===== config.mk =====
export PLATFORM = sky130hd
export DESIGN_NAME = html_tag_stripper
export DESIGN_NICKNAME = d
export VERILOG_FILES = /design/src/hdl/hts_pkg.sv /design/src/hdl/hts_step.sv /design/src/hdl/html_tag_stripper.sv
export VERILOG_INCLUDE_DIRS = /design/src /design/src/hdl
export SDC_FILE = /design/constraint.sdc
export NUM_CORES = 1
export LEC_CHECK = 0
export ABC_AREA = 1
export CAP_MARGIN = 5
export CORE_AREA = 2 2 82 84
export DETAILED_ROUTE_END_ITERATION = 7
export DIE_AREA = 0 0 84 86
export DONT_BUFFER_PORTS = 1
export PLACE_DENSITY = 0.71
export SLEW_MARGIN = 0
export SYNTH_ARGS = -nofsm -noshare
export SYNTH_HDL_FRONTEND = slang
export SYNTH_HIERARCHICAL = 1
export SYNTH_SLANG_ARGS = --single-unit

===== constraint.sdc =====
create_clock -name i_clk -period 4.1 [get_ports i_clk]
set_input_delay 0.82 -clock i_clk [delete_from_list [all_inputs] [get_ports i_clk]]
set_output_delay 0.82 -clock i_clk [all_outputs]
set_load 0.01 [all_outputs]

===== src/hdl/html_tag_stripper_assert.svh =====
// Assertion macros used by the tag stripper top level.
`ifndef HTML_TAG_STRIPPER_ASSERT_SVH
`define HTML_TAG_STRIPPER_ASSERT_SVH

`ifndef ASSERT_OFF
// Property must hold at every clock edge outside reset.
`define HTS_ASSERT_ALWAYS(label, clk, rst_n, expr, msg) \
    label: assert property (@(posedge clk) disable iff (!rst_n) (expr)) else $error(msg);
// Consequent must hold in the cycle after the antecedent.
`define HTS_ASSERT_NEXT(label, clk, rst_n, ante, cons, msg) \
    label: assert property (@(posedge clk) disable iff (!rst_n) (ante) |=> (cons)) else $error(msg);
`else
`define HTS_ASSERT_ALWAYS(label, clk, rst_n, expr, msg)
`define HTS_ASSERT_NEXT(label, clk, rst_n, ante, cons, msg)
`endif

`endif


===== src/hdl/hts_pkg.sv =====
// Types, character constants and match patterns for the tag stripper.
package hts_pkg;

    localparam logic [7:0] CH_LT    = 8'h3C;
    localparam logic [7:0] CH_GT    = 8'h3E;
    localparam logic [7:0] CH_SPACE = 8'h20;
    localparam logic [7:0] CH_NL    = 8'h0A;

    localparam logic [3:0] OPEN_SCRIPT_LEN  = 4'd7;
    localparam logic [3:0] OPEN_STYLE_LEN   = 4'd6;
    localparam logic [3:0] CLOSE_SCRIPT_LEN = 4'd8;
    localparam logic [3:0] CLOSE_STYLE_LEN  = 4'd7;

    // Patterns in lower case; unused tail entries are never compared.
    localparam logic [7:0] OPEN_SCRIPT [0:7] =
        '{8'h3C, 8'h73, 8'h63, 8'h72, 8'h69, 8'h70, 8'h74, 8'h00};
    localparam logic [7:0] OPEN_STYLE [0:7] =
        '{8'h3C, 8'h73, 8'h74, 8'h79, 8'h6C, 8'h65, 8'h00, 8'h00};
    localparam logic [7:0] CLOSE_SCRIPT [0:7] =
        '{8'h3C, 8'h2F, 8'h73, 8'h63, 8'h72, 8'h69, 8'h70, 8'h74};
    localparam logic [7:0] CLOSE_STYLE [0:7] =
        '{8'h3C, 8'h2F, 8'h73, 8'h74, 8'h79, 8'h6C, 8'h65, 8'h00};

    typedef enum logic [1:0] {
        SKIP_NONE  = 2'd0,
        SKIP_CLOSE = 2'd1,
        SKIP_GT    = 2'd2
    } t_skip;

    typedef struct packed {
        logic       inside_tag;
        logic       at_ws;
        t_skip      skip_mode;
        logic       prefix_pending;
        logic [2:0] match_pos;
        logic       script_alive;
        logic       style_alive;
        logic       skipping_script;
    } t_state;

    localparam t_state STATE_RESET = '{
        inside_tag:      1'b0,
        at_ws:           1'b1,
        skip_mode:       SKIP_NONE,
        prefix_pending:  1'b0,
        match_pos:       3'd0,
        script_alive:    1'b0,
        style_alive:     1'b0,
        skipping_script: 1'b0
    };

    typedef struct packed {
        logic       valid;
        logic [7:0] out_byte;
        logic       has_byte;
        logic       end_of_text;
    } t_result;

    function automatic logic [7:0] fold(input logic [7:0] c);
        if (c >= 8'h41 && c <= 8'h5A) begin
            return c + 8'd32;
        end
        return c;
    endfunction

    function automatic logic is_ws(input logic [7:0] c);
        return c == 8'h20 || c == 8'h09 || c == 8'h0A || c == 8'h0B ||
               c == 8'h0C || c == 8'h0D;
    endfunction

endpackage


===== src/hdl/hts_step.sv =====
// Next-state and result logic for one word of the tag stripper.
module hts_step import hts_pkg::*; (
    input  logic [7:0] i_text_byte,
    input  logic       i_final_byte,
    input  t_state     i_state,
    output t_state     o_state,
    output t_result    o_result
);

    typedef struct packed {
        t_state     st;
        logic       emit;
        logic [7:0] val;
    } t_plain;

    // Handling of a word outside any tag decision or skip.
    function automatic t_plain plain_step(input t_state s, input logic [7:0] b);
        t_plain r;
        r.st   = s;
        r.emit = 1'b0;
        r.val  = 8'h00;
        if (b == CH_LT) begin
            r.st.prefix_pending = 1'b1;
            r.st.match_pos      = 3'd1;
            r.st.script_alive   = 1'b1;
            r.st.style_alive    = 1'b1;
        end else if (b == CH_GT) begin
            r.st.inside_tag = 1'b0;
        end else if (!s.inside_tag) begin
            if (is_ws(b)) begin
                if (!s.at_ws) begin
                    r.emit     = 1'b1;
                    r.val      = (b == CH_NL) ? CH_NL : CH_SPACE;
                    r.st.at_ws = 1'b1;
                end
            end else begin
                r.emit     = 1'b1;
                r.val      = b;
                r.st.at_ws = 1'b0;
            end
        end
        return r;
    endfunction

    logic [7:0] c;
    logic [3:0] p_ext;
    logic       sk_hit;
    logic       st_hit;
    logic [3:0] cl_len;
    logic [2:0] cl_p;
    logic [7:0] cl_char;
    logic [3:0] cl_next;
    t_state     fail_st;
    logic       fail_emit;
    t_plain     plain_r;
    t_plain     fail_r;
    t_state     st;
    logic       emit;
    logic [7:0] val;

    assign c      = fold(i_text_byte);
    assign p_ext  = {1'b0, i_state.match_pos};
    assign sk_hit = i_state.script_alive && (p_ext < OPEN_SCRIPT_LEN) &&
                    (c == OPEN_SCRIPT[i_state.match_pos]);
    assign st_hit = i_state.style_alive && (p_ext < OPEN_STYLE_LEN) &&
                    (c == OPEN_STYLE[i_state.match_pos]);

    assign cl_len  = i_state.skipping_script ? CLOSE_SCRIPT_LEN : CLOSE_STYLE_LEN;
    assign cl_p    = (p_ext >= cl_len) ? 3'd0 : i_state.match_pos;
    assign cl_char = i_state.skipping_script ? CLOSE_SCRIPT[cl_p] : CLOSE_STYLE[cl_p];
    assign cl_next = {1'b0, cl_p} + 4'd1;

    // Failed prefix: resolve the pending '<' as an ordinary tag first.
    always_comb begin
        fail_st                = i_state;
        fail_st.skip_mode      = SKIP_NONE;
        fail_st.prefix_pending = 1'b0;
        fail_st.match_pos      = 3'd0;
        fail_st.script_alive   = 1'b0;
        fail_st.style_alive    = 1'b0;
        fail_st.inside_tag     = 1'b1;
        fail_st.at_ws          = 1'b1;
        fail_emit              = !i_state.at_ws;
    end

    assign plain_r = plain_step(i_state, i_text_byte);
    assign fail_r  = plain_step(fail_st, i_text_byte);

    always_comb begin
        st   = i_state;
        emit = 1'b0;
        val  = 8'h00;
        unique case (i_state.skip_mode)
            SKIP_CLOSE: begin
                if (c == cl_char) begin
                    if (cl_next == cl_len) begin
                        st.skip_mode = SKIP_GT;
                        st.match_pos = 3'd0;
                    end else begin
                        st.match_pos = cl_next[2:0];
                    end
                end else begin
                    st.match_pos = (i_text_byte == CH_LT) ? 3'd1 : 3'd0;
                end
            end
            SKIP_GT: begin
                if (i_text_byte == CH_GT) begin
                    st.skip_mode = SKIP_NONE;
                end
            end
            default: begin
                if (i_state.prefix_pending) begin
                    if ((sk_hit && (p_ext + 4'd1 == OPEN_SCRIPT_LEN)) ||
                        (st_hit && (p_ext + 4'd1 == OPEN_STYLE_LEN))) begin
                        st.prefix_pending  = 1'b0;
                        st.skip_mode       = SKIP_CLOSE;
                        st.skipping_script = sk_hit && (p_ext + 4'd1 == OPEN_SCRIPT_LEN);
                        st.match_pos       = 3'd0;
                        st.script_alive    = 1'b0;
                        st.style_alive     = 1'b0;
                    end else if (sk_hit || st_hit) begin
                        st.skip_mode    = SKIP_NONE;
                        st.script_alive = sk_hit;
                        st.style_alive  = st_hit;
                        st.match_pos    = i_state.match_pos + 3'd1;
                    end else begin
                        st   = fail_r.st;
                        emit = fail_emit || fail_r.emit;
                        val  = fail_r.emit ? fail_r.val : CH_SPACE;
                    end
                end else begin
                    st           = plain_r.st;
                    st.skip_mode = SKIP_NONE;
                    emit         = plain_r.emit;
                    val          = plain_r.val;
                end
            end
        endcase

        // End of page with a tag still undecided: give its space now.
        if (i_final_byte && st.prefix_pending && !st.at_ws && !emit) begin
            emit     = 1'b1;
            val      = CH_SPACE;
            st.at_ws = 1'b1;
        end
    end

    assign o_state              = i_final_byte ? STATE_RESET : st;
    assign o_result.valid       = emit || i_final_byte;
    assign o_result.out_byte    = emit ? val : 8'h00;
    assign o_result.has_byte    = emit;
    assign o_result.end_of_text = i_final_byte;

endmodule


===== src/hdl/html_tag_stripper.sv =====
// Tag stripper top level: input register, step logic, result register.
// Path: an accepted word sits in the input register until it advances into the result register.
// Throughput: one word per cycle unless the output stalls; the next state is registered as the word advances.
// Words that cause no result are consumed without touching the result register.
// Reset: synchronous, active low; clears matcher state, input and result valid flags.
`include "html_tag_stripper_assert.svh"

module html_tag_stripper import hts_pkg::*; (
    input  logic       i_clk,
    input  logic       i_rst_n,
    input  logic       i_valid,
    output logic       o_stall,
    input  logic [7:0] i_text_byte,
    input  logic       i_final_byte,
    output logic       o_valid,
    input  logic       i_stall,
    output logic [7:0] o_out_byte,
    output logic       o_has_byte,
    output logic       o_end_of_text
);

    logic       r_in_valid;
    logic [7:0] r_in_byte;
    logic       r_in_final;
    t_state     r_state;
    logic       r_out_valid;
    logic [7:0] r_out_byte;
    logic       r_out_has;
    logic       r_out_eot;

    t_state     n_state;
    t_result    step_res;
    logic       out_free;
    logic       adv;
    logic       in_take;

    hts_step u_step (
        .i_text_byte  (r_in_byte),
        .i_final_byte (r_in_final),
        .i_state      (r_state),
        .o_state      (n_state),
        .o_result     (step_res)
    );

    assign out_free = !r_out_valid || !i_stall;
    // Advance the held word unless it has a result and the output is blocked.
    assign adv      = r_in_valid && (!step_res.valid || out_free);
    assign o_stall  = r_in_valid && !adv;
    assign in_take  = i_valid && !o_stall;

    always_ff @(posedge i_clk) begin
        if (!i_rst_n) begin
            r_in_valid  <= 1'b0;
            r_out_valid <= 1'b0;
            r_state     <= STATE_RESET;
        end else begin
            if (in_take) begin
                r_in_valid <= 1'b1;
            end else if (adv) begin
                r_in_valid <= 1'b0;
            end
            if (adv) begin
                r_state <= n_state;
            end
            if (adv && step_res.valid) begin
                r_out_valid <= 1'b1;
            end else if (!i_stall) begin
                r_out_valid <= 1'b0;
            end
        end
    end

    always_ff @(posedge i_clk) begin
        if (in_take) begin
            r_in_byte  <= i_text_byte;
            r_in_final <= i_final_byte;
        end
        if (adv && step_res.valid) begin
            r_out_byte <= step_res.out_byte;
            r_out_has  <= step_res.has_byte;
            r_out_eot  <= step_res.end_of_text;
        end
    end

    assign o_valid       = r_out_valid;
    assign o_out_byte    = r_out_byte;
    assign o_has_byte    = r_out_has;
    assign o_end_of_text = r_out_eot;

    `HTS_ASSERT_NEXT(a_page_reset, i_clk, i_rst_n, adv && r_in_final, r_state == STATE_RESET, "state not cleared after final word")
    `HTS_ASSERT_ALWAYS(a_skip_no_prefix, i_clk, i_rst_n, r_state.skip_mode == SKIP_NONE || !r_state.prefix_pending, "prefix pending during skip")
    `HTS_ASSERT_ALWAYS(a_result_kind, i_clk, i_rst_n, !o_valid || ((o_has_byte || o_end_of_text) && (o_has_byte || o_out_byte == 8'h00)), "malformed result word")
    `HTS_ASSERT_NEXT(a_in_hold, i_clk, i_rst_n, r_in_valid && o_stall, r_in_valid && $stable(r_in_byte) && $stable(r_in_final), "held input word lost")

endmodule

* Word level (Yosys, flattened, before mapping)
Memories as Yosys holds them, arrays and structs flattened.
Cells that the tools add are included.
** Word-level totals
- Flip-flop bits (word level) :: 32
- Output and inout port bits :: 12
- Memory bits (read-only) :: 256
- Memories :: 4
- Input bits :: 13
** Operators by class
- Bitwise gates (word level) :: 3
- Reduce and logical (&&, ||, !) cells :: 45
- $lt $le $gt $ge :: 7
- Mux-type cells :: 62
- Equality and inequality tests :: 25
- Add/sub/neg operators :: 4
** Memory list
- (no name shown) :: depth 8, bits a word 8, rd ports 1, clocked after memory_dff 0, write ports 0, line hts_step.sv:66 : (c == OPEN_STYLE[i_state.match_pos]);
- (no name shown) :: depth 8, bits a word 8, rd ports 1, clocked after memory_dff 0, write ports 0, line hts_step.sv:70 : assign cl_char = i_state.skipping_script ? CLOSE_SCRIPT[cl_p] : CLOSE_STYLE[cl_p];
- (no name shown) :: depth 8, bits a word 8, rd ports 1, clocked after memory_dff 0, write ports 0, line hts_step.sv:70
- (no name shown) :: depth 8, bits a word 8, rd ports 1, clocked after memory_dff 0, write ports 0, line hts_step.sv:64 : (c == OPEN_SCRIPT[i_state.match_pos]);
** Operators with widths (number)
- 8-bit two-way mux :: 14
- 9-bit two-way mux :: 5
- 8-bit by 4-bit == test with 1-bit output, second input constant :: 5
- 6-bit two-way mux :: 6
- 8-bit by 6-bit == test with 1-bit output, second input constant :: 3
- 8-bit == test :: 3
- 11-bit two-way mux :: 2
- 1-bit two-way mux :: 19
- 2-bit two-way mux :: 8
- 1-bit logical AND :: 14
- 3-bit two-way mux :: 4
- 1-bit logical OR :: 10
- 3-bit by 2-bit inequality test with 1-bit output, second input constant :: 3
- 3-bit inequality test, second input constant :: 3
- 3-bit by 1-bit adder with 4-bit output, second input constant :: 2
- 8-bit by 6-bit adder with 8-bit output, second input constant :: 1
- 4-bit by 3-bit == test with 1-bit output, second input constant :: 2
- 4-bit >= comparator, second input constant :: 2
- 8-bit by 7-bit >= comparator with 1-bit output, second input constant :: 1
- 8-bit by 7-bit <= comparator with 1-bit output, second input constant :: 1
- 1-bit zero test :: 8
- 3-bit NOT with 4-bit output :: 2
- 4-bit AND reduction :: 2
- 3-bit less-than comparator, second input constant :: 2
- 19 further kinds :: 24

* Longest topological paths before layout
- Depth in word-level cells :: 25
- Mapped depth :: 28
- Mapped depth without buffers :: 27

* By module
The synthesis kept the hierarchy.
** Modules (own cells, without submodules)
- hts_step :: area an instance 1869.3 µm², seq. area each 0.0 µm², times used 1, cells an instance 358
- html_tag_stripper :: area an instance 1199.9 µm², seq. area each 830.8 µm², times used 1, cells an instance 103

* Worst setup path before layout
Ideal clock, no wire load.
- Path kind :: register to output
- Start point :: register r_state[4] (netlist bit)
- End point :: output o_stall
- Data arrival time :: 2393 ps
- Stages on the path, launching flop included :: 21
- Data required time :: 3280 ps
- Slack :: 887 ps
- Buffers on the path :: 0
- Cells stage by stage :: dfxtp_1 > inv_1 > ha_1 > nand2_1 > o21ai_0 > nand2_1 > nand2_1 > nand2_1 > nor2_1 > nand2_1 > nor2_2 > nand2_2 > nand2_4 > nand2_4 > nand2_4 > nand2_1 > nand2_2 > nand3_2 > nand3_1 > nand4_1 > inv_1
** RTL lines
- start, declared :: line html_tag_stripper.sv:25 : t_state r_state;
- start signal, assigned :: line html_tag_stripper.sv:63 : r_state <= n_state;
- end, declared :: line html_tag_stripper.sv:12 : output logic o_stall,

==> key figures <==
Power and ir drop
  • Final Total Pwr: 965.0 uW
  • Pwr dens: 304.2 nW/um^2
  • Max VDD drop: 0.0001736 V
  • Leak Pwr: 1.486 nW

Worst setup path
  • Cell Chain, Critical Path: inv_2 -> ha_1 -> nand2_1 -> o21ai_0 -> nand2_1 -> nand2_1 -> nand2_1 -> nor2_1 -> nand2_1 -> nor2_2 -> nand2_2 -> nand2_4 -> nand2_4 -> nand2_4 -> nand2_1 -> nand2_2 -> nand3_2 -> nand3_1 -> nand4_1 -> inv_1
  • Crit. End Element: output port
  • R2r startpoint: r_state[3]$_SDFFE_PN0P_
  • Critical Path Most Common Cell: nand2_1
  • CP Launch Type: flip-flop
  • CP Max Fanout: 10
  • Slowest stage delay, CP: 0.44 ns
  • Critical Path RT: 3.28 ns
  • Arrival time worst endpoint: 3.00 ns
  • Slowest stage cell, crit path: dfxtp_2
  • Crit Path Category: reg2out
  • Launch point of the worst path: r_state[3]$_SDFFE_PN0P_

Outcome
  • Outcome: finished clean

STA
  • Max transition margin: 0.3764
  • Max Freq: 262.0 MHz
  • Setup Skew: 0.005861 ns
  • Min cycle time layout: 3.817 ns
  • Slew @ Worst Pin: 0.9342 ns
  • Setup Viol. Count Final: 0
  • Final Hold Viols: 0
  • Final Cycle Share: 0.9309
  • Max-slew violations: 0
  • Setup TNS: 0 ns
  • RSZ-0062 raised after global routing: false

Yosys
  • Post-synthesis sequential area ratio: 0.2707
  • Synthesized area per cell: 6.658 um^2
  • Ys Warns: 6
  • Post-synth top area share: 0.1859
  • Seq cells post-synth: 32
  • Netlist cell types: 38
  • Synth top area cells: edfxtp_1, nand2_1, nand3_1
  • Mapped Area: 3069 um^2
  • Synth Instances: 461
  • Synth area leader: edfxtp_1
  • Post-synth net total: 493

Floorplanning
  • Die Ht: 86 um
  • Die extent in x: 84 um
  • Starting Density: 0.4889
  • IO Count: 25
  • Core region area: 6277 um^2
  • Num rows: 29
  • Die ar.: 7224 um^2

Drt
  • Routed WL: 7.527 mm
  • Iteration count of the initial detailed-routing pass: 5
  • Post-DRT Antenna Nets: 0
  • DR WL/cell: 14.15 um
  • Vias per inst: 5.553
  • Total number of vias: 2,954
  • Starting DRT DRC Count: 195
  • DRC viols: 0

Clock tree
  • Root buffer cell: clkbuf_8
  • Clock buffers created by TritonCTS: 5
  • H-tree Lvls: 2
  • CTS tree: built
  • Clock Latency Late Sink: 0.28 ns
  • Deepest clock path buffer count: 2
  • Hold_buf cts: 0
  • Clock-pin slew on the worst setup and hold paths: 0.07 ns
  • # clock sinks: 32

Placement
  • GPL Wtd Cong: 0.9269
  • Port bufs: 0
  • Final HPWL DP: 5.753 mm

GRT
  • Vias in the first global route: 2,725
  • Total GRT Usage: 0.2185
  • First-pass GRT wire length: 12.77 mm
  • Antenna violations before repair: 0
  • GRT Residual Overflow: 0
  • Largest net degree at the start of global routing: 25

Final layout
  • Finished Core Util: 0.5053
  • Final net count: 486
  • Most used cells in the layout excluding fill and tap cells: nand2_1, nand3_1, nor2_1, inv_1, a21oi_1
  • Commonest non-fill, non-tap cell in the layout: nand2_1
  • Antenna diodes: 0
  • Area growth from synthesis to layout: 3.343%
  • Layout cells sized above 1: 0.1253

Hold path
  • Worst Hold Class: reg2reg
  • Worst Hold Launch: r_state[9]$_SDFFE_PN1P_

Run
  • Max-Cap Viols: 0
[registers in the layout (all words and copies together) (netlist names)]
name           count
r_state           11
o_valid            1
o_end_of_text      1
r_in_byte          8
o_out_byte         8
o_has_byte         1
r_in_final         1
r_in_valid         1
[layout make-up]
cell class                 count  area [um^2]
fill                         644         3105
multi-input combinational    356         1894
sequential                    32        833.3
inverter                      55        206.4
tap                           77        96.34
clock buffer                   5        68.82
clock inverter                 3        42.54
timing repair buffer           4        30.03
[per-stage QoR]
step | area [um^2] | setup WS, ns | std cells | hold slack (ns)
finish | 3172 | 0.2832 | 532 | 0.5158
global route | 3172 | 0.02084 | 532 | 0.5445
CTS | 3169 | 0.1663 | 532 | 0.5162
detailed placement | 3058 | 0.4986 | 524 | 0.5084
global placement | 3058 | 0.5754 | 524 | 0.4971
floorplan | 3069 | 0.8870 | 461 | 0.4649
[per-layer routing]
layer / global-route usage / vias to the layer above / wire length, um
met2: 0.3862 / 89 / 3658
li1: - / 1501 / -
met5: 0 / - / 0
met4: 0.07185 / 0 / 175
met3: 0.03465 / 19 / 269
met1: 0.2728 / 1345 / 3424
[cells by family (layout without fill, tap and decap cells)]
group	count (synthesis)	after routing	synth area share
AO/OA/AOI/OAI	50	50	0.09458
adder cells (fa/ha/maj)	19	19	0.07746
flip-flops	32	32	0.2707
buffers and inverters	73	67	0.1121
XOR/XNOR	3	3	0.008563
AND/OR/NAND/NOR	284	284	0.4366
[synthesized netlist by cell type, drive strengths merged]
cell type / instances
clkinv: 1
a21boi: 2
a21oi: 24
edfxtp: 19
xor2: 2
o31ai: 1
ha: 19
o211ai: 3
nand4: 9
nand3b: 3
o21ai: 17
nand3: 67
o221ai: 1
inv: 54
xnor2: 1
o22ai: 1
nor2: 57
nor4: 3
dfxtp: 13
buf: 17
nand2: 136
or2: 2
clkbuf: 1
nor3: 7
a31oi: 1
[what timing repair did]
action	CTS	global route
gates resized for setup	0	2
setup endpoints to repair	0	1
setup buffers	0	0
endpoints found under the hold margin	0	0
[report_power, final]
part / switching, mW / internal [mW] / leakage (nW)
sequential: 0.0364 / 0.367 / 0.290
clock: 0.124 / 0.180 / 0.0541
combinational: 0.166 / 0.0918 / 1.14
total: 0.327 / 0.638 / 1.49
[final timing paths]
check / end / slack, ns / cells past startpoint
worst max-delay path: o_stall / 0.28 / 20
worst min-delay path: r_state[9]$_SDFFE_PN1P_ / 0.52 / 2
worst max register to register: r_in_byte[5]$_DFFE_PP_ / 0.79 / 21
worst min register to register: r_state[9]$_SDFFE_PN1P_ / 0.52 / 2
[worst max-delay path: cells and delay by family (launching register included)]
kind,cells,cell delay [ns]
and+or+nand+nor,16,1.46
AOI/OAI and AO/OA,1,0.08
buffers and inverters,2,0.33
adders and majority gates,1,0.40
DFF,1,0.44
No activity file was read; power rests on OpenSTA's default activity.
